[src/design/gfmi_pkg.sv]
// shared constants, types and field arithmetic helpers for the gf(2^128) unit
package gfmi_pkg;

   localparam int FIELD_BITS  = 128;
   localparam int DIGIT_BITS  = 8;
   localparam int DIGIT_COUNT = FIELD_BITS / DIGIT_BITS;
   localparam int COUNT_W     = $clog2(DIGIT_COUNT);
   localparam int INV_ROUNDS  = FIELD_BITS - 1;
   localparam int ROUND_W     = $clog2(INV_ROUNDS);

   localparam logic [FIELD_BITS-1:0] REDUCE_POLY = FIELD_BITS'(8'h87);
   localparam logic [FIELD_BITS-1:0] FIELD_ONE   = FIELD_BITS'(1);

   localparam logic OP_MULTIPLY = 1'b0;
   localparam logic OP_INVERT   = 1'b1;

   typedef logic [FIELD_BITS-1:0] elem_type;

   // multiply by x and fold the carry back
   function automatic elem_type gf_times_x(input elem_type v);
      elem_type r;
      r = {v[FIELD_BITS-2:0], 1'b0};
      if (v[FIELD_BITS-1]) begin
         r = r ^ REDUCE_POLY;
      end
      return r;
   endfunction

   // fold a 256-bit carry-less product back into the field, two passes
   function automatic elem_type gf_reduce(input logic [2*FIELD_BITS-1:0] c);
      elem_type   h;
      elem_type   t;
      logic [6:0] g;
      h = c[2*FIELD_BITS-1:FIELD_BITS];
      t = c[FIELD_BITS-1:0] ^ h ^ (h << 1) ^ (h << 2) ^ (h << 7);
      g = h[FIELD_BITS-1:FIELD_BITS-7] ^ {5'b0, h[FIELD_BITS-1:FIELD_BITS-2]}
          ^ {6'b0, h[FIELD_BITS-1]};
      t = t ^ {{(FIELD_BITS-7){1'b0}}, g} ^ {{(FIELD_BITS-8){1'b0}}, g, 1'b0}
          ^ {{(FIELD_BITS-9){1'b0}}, g, 2'b0} ^ {{(FIELD_BITS-14){1'b0}}, g, 7'b0};
      return t;
   endfunction

   // squaring is linear: spread the bits apart, then reduce
   function automatic elem_type gf_square(input elem_type v);
      logic [2*FIELD_BITS-1:0] s;
      s = '0;
      for (int i = 0; i < FIELD_BITS; i++) begin
         s[2*i] = v[i];
      end
      return gf_reduce(s);
   endfunction

endpackage

[src/design/gf128_multiply_inverse.sv]
// gf(2^128) multiply and inverse top level around one shared digit-serial multiplier
// a multiply runs one multiplier round; its result is registered in the output slot
// an inverse runs 127 multiplier rounds, one after another on the same multiplier
// the unit takes one item at a time, accepting new input only once the last result
// has gone to a free output slot; the multiplier takes 8 bits of b per cycle
// the squarer is combinational and advances the running square in the start state
// reset is synchronous: sequencer returns to idle and a pending result is dropped
module gf128_multiply_inverse (
   input  logic         clock,
   input  logic         reset,
   // input channel
   input  logic         req_tvalid,
   output logic         req_tready,
   input  logic [255:0] req_tdata,   // a_low, a_high, b_low, b_high
   input  logic         req_tuser,   // opcode
   // result channel
   output logic         rsp_tvalid,
   input  logic         rsp_tready,
   output logic [127:0] rsp_tdata    // result_low, result_high
);
   import gfmi_pkg::*;

   // sequencer states
   localparam logic [1:0] ST_IDLE   = 2'd0;  // waiting for an input transfer
   localparam logic [1:0] ST_START  = 2'd1;  // kick off one multiplier round
   localparam logic [1:0] ST_WAIT   = 2'd2;  // multiplier running
   localparam logic [1:0] ST_FINISH = 2'd3;  // result waits for a free output slot

   logic [1:0]         state_ff, state_in;
   logic [ROUND_W-1:0] round_ff, round_in;      // rounds completed so far
   logic [ROUND_W-1:0] last_ff, last_in;        // index of the final round
   elem_type           x_ff, x_in;              // running product / operand a
   elem_type           y_ff, y_in;              // running square / operand b
   logic               rsp_valid_ff, rsp_valid_in;
   elem_type           rsp_data_ff, rsp_data_in;

   logic               req_xfer;
   logic               mul_start;
   logic               mul_busy;
   logic               mul_done;
   elem_type           mul_product;
   elem_type           in_a;
   elem_type           in_b;

   assign in_a     = req_tdata[FIELD_BITS-1:0];
   assign in_b     = req_tdata[2*FIELD_BITS-1:FIELD_BITS];
   assign req_xfer = req_tvalid && req_tready;
   assign mul_start = (state_ff == ST_START);

   gfmi_mul u_mul (
      .clock   (clock),
      .reset   (reset),
      .start   (mul_start),
      .op_a    (x_ff),
      .op_b    (y_ff),
      .busy    (mul_busy),
      .done    (mul_done),
      .product (mul_product)
   );

   always_comb begin
      state_in     = state_ff;
      round_in     = round_ff;
      last_in      = last_ff;
      x_in         = x_ff;
      y_in         = y_ff;
      rsp_valid_in = rsp_valid_ff;
      rsp_data_in  = rsp_data_ff;

      // output register frees up on a result transfer
      if (rsp_valid_ff && rsp_tready) begin
         rsp_valid_in = 1'b0;
      end

      case (state_ff)
         ST_IDLE: begin
            if (req_xfer) begin
               round_in = '0;
               state_in = ST_START;
               if (req_tuser == OP_INVERT) begin
                  // acc = 1, sq = a^2; each round multiplies in the next square
                  x_in    = FIELD_ONE;
                  y_in    = gf_square(in_a);
                  last_in = ROUND_W'(INV_ROUNDS - 1);
               end else begin
                  x_in    = in_a;
                  y_in    = in_b;
                  last_in = '0;
               end
            end
         end
         ST_START: begin
            // multiplier latched the old square, so advance it now
            y_in     = gf_square(y_ff);
            state_in = ST_WAIT;
         end
         ST_WAIT: begin
            if (mul_done) begin
               x_in = mul_product;
               if (round_ff == last_ff) begin
                  state_in = ST_FINISH;
               end else begin
                  round_in = round_ff + ROUND_W'(1);
                  state_in = ST_START;
               end
            end
         end
         ST_FINISH: begin
            if (!rsp_valid_ff || rsp_tready) begin
               rsp_valid_in = 1'b1;
               rsp_data_in  = x_ff;
               state_in     = ST_IDLE;
            end
         end
         default: begin
            state_in = ST_IDLE;
         end
      endcase
   end

   always_ff @(posedge clock) begin
      if (reset) begin
         state_ff     <= ST_IDLE;
         round_ff     <= '0;
         last_ff      <= '0;
         rsp_valid_ff <= 1'b0;
      end else begin
         state_ff     <= state_in;
         round_ff     <= round_in;
         last_ff      <= last_in;
         rsp_valid_ff <= rsp_valid_in;
      end
   end

   always_ff @(posedge clock) begin
      x_ff        <= x_in;
      y_ff        <= y_in;
      rsp_data_ff <= rsp_data_in;
   end

   assign req_tready = (state_ff == ST_IDLE);
   assign rsp_tvalid = rsp_valid_ff;
   assign rsp_tdata  = rsp_data_ff;

   a_round_bound: assert property (@(posedge clock) disable iff (reset)
      round_ff <= last_ff) else $error("round counter ran past the final round");
   a_idle_mul_quiet: assert property (@(posedge clock) disable iff (reset)
      state_ff == ST_IDLE |-> !mul_busy && !mul_done)
      else $error("multiplier active while sequencer idle");
   a_wait_holds_acc: assert property (@(posedge clock) disable iff (reset)
      state_ff == ST_WAIT && !mul_done |=> $stable(x_ff))
      else $error("running product changed mid round");
   a_accept_starts: assert property (@(posedge clock) disable iff (reset)
      req_xfer |=> state_ff == ST_START && round_ff == '0)
      else $error("input transfer did not start a round");

endmodule

[src/design/gfmi_mul.sv]
// digit-serial gf(2^128) multiplier, most significant digit of b first
module gfmi_mul (
   input  logic               clock,
   input  logic               reset,
   input  logic               start,
   input  gfmi_pkg::elem_type op_a,
   input  gfmi_pkg::elem_type op_b,
   output logic               busy,
   output logic               done,
   output gfmi_pkg::elem_type product
);
   import gfmi_pkg::*;

   logic                busy_ff, busy_in;
   logic                done_ff, done_in;
   logic [COUNT_W-1:0]  count_ff, count_in;
   elem_type            a_ff, a_in;
   elem_type            b_ff, b_in;
   elem_type            acc_ff, acc_in;
   elem_type            step;

   // horner step over one digit of b
   always_comb begin
      step = acc_ff;
      for (int j = 0; j < DIGIT_BITS; j++) begin
         step = gf_times_x(step) ^ (b_ff[FIELD_BITS-1-j] ? a_ff : '0);
      end
   end

   always_comb begin
      busy_in  = busy_ff;
      done_in  = 1'b0;
      count_in = count_ff;
      a_in     = a_ff;
      b_in     = b_ff;
      acc_in   = acc_ff;
      if (start) begin
         busy_in  = 1'b1;
         count_in = '0;
         a_in     = op_a;
         b_in     = op_b;
         acc_in   = '0;
      end else if (busy_ff) begin
         acc_in   = step;
         b_in     = b_ff << DIGIT_BITS;
         count_in = count_ff + COUNT_W'(1);
         if (count_ff == COUNT_W'(DIGIT_COUNT - 1)) begin
            busy_in = 1'b0;
            done_in = 1'b1;
         end
      end
   end

   always_ff @(posedge clock) begin
      if (reset) begin
         busy_ff  <= 1'b0;
         done_ff  <= 1'b0;
         count_ff <= '0;
      end else begin
         busy_ff  <= busy_in;
         done_ff  <= done_in;
         count_ff <= count_in;
      end
   end

   always_ff @(posedge clock) begin
      a_ff   <= a_in;
      b_ff   <= b_in;
      acc_ff <= acc_in;
   end

   assign busy    = busy_ff;
   assign done    = done_ff;
   assign product = acc_ff;

   a_no_restart: assert property (@(posedge clock) disable iff (reset)
      busy_ff |-> !start) else $error("multiplier restarted while busy");
   a_done_after_busy: assert property (@(posedge clock) disable iff (reset)
      done_in |-> busy_ff && !start) else $error("done without a running product");

endmodule
[config.mk]
export PLATFORM = sky130hd
export DESIGN_NAME = gf128_multiply_inverse
export DESIGN_NICKNAME = d
export VERILOG_FILES = /design/src/design/gfmi_pkg.sv /design/src/design/gf128_multiply_inverse.sv /design/src/design/gfmi_mul.sv
export SDC_FILE = /design/constraint.sdc
export NUM_CORES = 2
export LEC_CHECK = 0
export BUFFER_PORTS_ARGS = -buffer_cell sky130_fd_sc_hd__buf_2
export CAP_MARGIN = 20
export CORE_ASPECT_RATIO = 0.7
export CORE_MARGIN = 2
export CORE_UTILIZATION = 31
export DETAILED_ROUTE_END_ITERATION = 6
export HOLD_SLACK_MARGIN = 0.02
export PLACE_DENSITY = 0.57
export SYNTH_ARGS = -nofsm -noshare
export SYNTH_HDL_FRONTEND = slang
export SYNTH_SLANG_ARGS = --single-unit
export TNS_END_PERCENT = 1
[constraint.sdc]
create_clock -name clock -period 6.7 [get_ports clock]
set_input_delay 0.67 -clock clock [delete_from_list [all_inputs] [get_ports clock]]
set_output_delay 0.67 -clock clock [all_outputs]
set_load 0.05 [all_outputs]
==> metrics.md <==
| Metric | Value |
|---|---|
| Peak Freq | `307 MHz` |
| GRT overflow | `0` |
| Via-to-Cell Ratio | `4.98` |
| Worst hold path depth | `3` |
| Initial antenna violation count | `15` |
| Longest Clk Path Bufs | `3` |
| Ys Warns | `0` |
| Adder-Cell Fraction of Synth Area | `0.0511%` |
| # setup viols final | `0` |
| M1 WL | `79700 um` |
| Fin. Hold Viols | `0` |
| Total length of routed met3 wires | `18100 um` |
| RR Startpoint | `state_ff[0]$_SDFFE_PP0P_` |
| Area occupied by multi-input gates | `0.0249 mm^2` |
| Non-Filler Cell Area, Final | `0.0550 mm^2` |
| Post-Syn Nets | `5363` |
| Area delta synth->final | `12.2%` |
| Root Buffer | `clkbuf_16` |
| VDD IR max | `0.190 mV` |
| Status | `complete, no violations` |
| Critical path class | `register to register` |
| Vias in the first global route | `33900` |
| Number of clock sinks | `785` |
| Crit path launch type | `register` |
| Fin crit period | `3250 ps` |
| CP Data Arrival Time | `3680 ps` |
| Max Slew Vio Count | `0` |
| Largest net degree at the start of global routing | `214` |
| Wire per inst | `24.9 um` |
| Largest family of logic cells by synthesized area | `XOR/XNOR gates` |
| Pleak | `21.3 nW` |
| Slew HR | `24.5%` |
| Post-synthesis register bit count | `785` |
| Placed cells | `7116` |
| Pwr/cell area | `344 mW/mm^2` |
| Die X | `479 um` |
| Worst Min Path Start | `req_tdata[205]` |
| Post-Synth XOR/XNOR Area | `27.3%` |
| Hold WC Path Type | `input pin to register` |
| Area of the core | `0.158 mm^2` |
| Routed wire length | `181000 um` |
| Final Skew | `49.0 ps` |
| Compound-Gate Fraction of Synth Area | `2.65%` |
| WL met2 | `76700 um` |
| Slew @ Worst Pin | `1130 ps` |
| Clock slew at reported path FFs | `60 ps` |
| Synth cell types | `35` |
| Post-Synthesis Cells | `5100` |
| Multiplexer share of the synthesized area | `3.66%` |
| Io pins | `391` |
| H-tree Lvls | `3` |
| # rows | `122` |
| Register Area | `0.0221 mm^2` |
| GP Congestion | `0.912` |
| Mapped Avg Cell Area | `9.60 um^2` |
| Mapped Area | `0.0490 mm^2` |
| Die height | `337 um` |
| Area of the die | `0.161 mm^2` |
| Hold_buf cts | `0` |
| # Max-Cap Violations | `0` |
| Worst path required time | `7130 ps` |
| Hold Crit Endpoint | `y_ff[77]$_DFFE_PP_` |
| PortBufs | `390` |
| TritonCTS clock tree | `yes` |
| Crit Reg-Reg Endpoint | `y_ff[84]$_DFFE_PP_` |
| Initial core utilization | `31.1%` |
| Seq/Total Area, Yosys | `45.2%` |
| Iteration-0 DRC Markers | `4810` |
| CTS Buf Count | `82` |
| # DRC | `0` |
| Share of layout cells above drive strength 1 | `11.2%` |
| Placed cell area | `0.0521 mm^2` |
| Worst Reg-to-Reg Cells | `4` |
| Element type at the critical path end | `register` |
| CP max FO | `122` |
| R2R Setup Slk | `3450 ps` |
| Total negative slack | `0 ps` |
| Worst skew pair latency | `710 ps` |
| DRT Pass-1 Iters | `6` |
| Top sig layer | `met5` |
| Via Count | `36300` |
| Final std cells w/o fill | `7279` |
| Fin crit share | `48.6%` |
| Detail Route Antenna Nets | `0` |
| Global-route wire length before repair | `256000 um` |
| RSZ-0062 raised after global routing | `no` |
| Post-CTS resize count | `0` |
| Setup bufs post-CTS | `0` |
| Post-Synth Simple-Gate Area | `17.1%` |
| Placed wire-length estimate | `128000 um` |
| Fillers | `16000` |
| GRT Resource Usage Total | `21.9%` |
| Nets | `5357` |
==> power breakdown <==
group	internal, mW	total [mW]	switching [mW]
Combinational	3.45	6.60	3.15
Clock	2.72	4.93	2.20
Sequential	6.27	7.39	1.11
==> critical path: stages, from the launching register on <==
cell and delay, ps:
dfxtp_1 630, nand2b_4 500, inv_8 670, buf_4 730, o21ai_0 200
==> cells in the final DEF (no fill, tap or decap), types with 11 or more instances in the layout <==
| cell type | instances |
|---|---|
| a21oi_1 | 14 |
| dfxtp_1 | 144 |
| mux2i_1 | 179 |
| xor2_1 | 150 |
| buf_4 | 22 |
| o211ai_1 | 66 |
| buf_2 | 389 |
| xnor2_1 | 1035 |
| nor2_1 | 140 |
| clkinv_2 | 11 |
| nand2_1 | 1770 |
| edfxtp_1 | 640 |
| clkbuf_16 | 83 |
| buf_12 | 13 |
| o21ai_0 | 126 |
| xnor3_1 | 128 |
| clkbuf_1 | 11 |
| nand3b_1 | 128 |
==> flip-flops by register name (all words and copies together), names as in the netlist, 2 cells and up <==
register and flops:
u_mul.count_ff 4, state_ff 2, rsp_tdata 128, x_ff 128, y_ff 128, u_mul.b_ff 128
u_mul.a_ff 128, u_mul.product 128, round_ff 7
==> how the worst max path moves through the flow <==
stage / slack [ps] / depth (start not counted) / from / end
floorplan: 10 / 2 / rsp_tready / rsp_tdata[0]$_DFFE_PP_
global placement: 3610 / 3 / state_ff[0]$_SDFFE_PP0P_ / u_mul.a_ff[93]$_DFFE_PP_
detailed placement: 3540 / 4 / state_ff[0]$_SDFFE_PP0P_ / y_ff[80]$_DFFE_PP_
CTS: 3560 / 4 / state_ff[0]$_SDFFE_PP0P_ / y_ff[46]$_DFFE_PP_
global route: 3310 / 4 / state_ff[0]$_SDFFE_PP0P_ / y_ff[110]$_DFFE_PP_
finish: 3450 / 4 / state_ff[0]$_SDFFE_PP0P_ / y_ff[84]$_DFFE_PP_
==> area by class of cell <==
cell class	instances	area share, %
clock buffer	102	4.05
timing repair buffer	427	4.44
clock inverter	52	1.09
antenna	7	0.0319
sequential	785	40.3
inverter	2	0.0273
tap	2108	4.80
multi-input combinational	3796	45.3
==> per-layer routing <==
metal / vias up / global-route usage, %
met4: 2 / 8.20
met3: 236 / 4.72
li1: 16300 / -
met2: 1762 / 31.7
met1: 17900 / 31.8
met5: - / 0
==> synth_stat cells <==
cell type / n / area [um^2]
buf_1: 75 / 282
nand2_1: 1770 / 6640
a31oi_1: 1 / 6.26
clkbuf_1: 391 / 1470
o211ai_1: 66 / 495
buf_4: 1 / 7.51
nor2_1: 143 / 537
inv_1: 2 / 7.51
a211oi_1: 9 / 67.6
dfxtp_1: 145 / 2900
nand4_1: 4 / 25.0
and3_1: 1 / 6.26
o21ai_0: 126 / 631
and2_1: 8 / 50.1
xnor2_1: 1035 / 9060
mux2i_1: 179 / 1790
o21ai_1: 1 / 5.00
nand3b_1: 128 / 961
nand2b_1: 8 / 50.1
nor4_1: 2 / 12.5
xnor3_2: 2 / 47.6
o2bb2ai_1: 1 / 8.76
xor2_1: 150 / 1310
a21boi_1: 1 / 7.51
nor3_1: 5 / 25.0
buf_2: 50 / 250
a21oi_1: 14 / 70.1
edfxtp_1: 640 / 19200
o22ai_1: 1 / 6.26
xnor3_1: 128 / 2880
xnor2_2: 1 / 16.3
nand3_1: 3 / 15.0
ha_1: 2 / 25.0
xor3_1: 2 / 47.6
nor2b_1: 5 / 31.3
==> cell families after synthesis <==
family | Yosys count
DFF | 785
adders and majority gates | 2
and+or+nand+nor | 2077
xor gates and xnor gates | 1318
buffers and inverters | 519
AOI/OAI and AO/OA | 220
muxes | 179
==> metrics by stage <==
| stage | utilization [%] | total power, mW | setup WS, ps | hold slack, ps |
|---|---|---|---|---|
| global route | 34.9 | 19.8 | 3310 | 257 |
| detailed placement | 33.0 | 14.0 | 3540 | 431 |
| global placement | 33.0 | 13.9 | 3610 | 426 |
| floorplan | - | 12.3 | 12.3 | 421 |
| finish | 34.9 | 18.9 | 3450 | 282 |
| CTS | 34.8 | 18.9 | 3560 | 236 |
(Power assumes the default switching activity.)
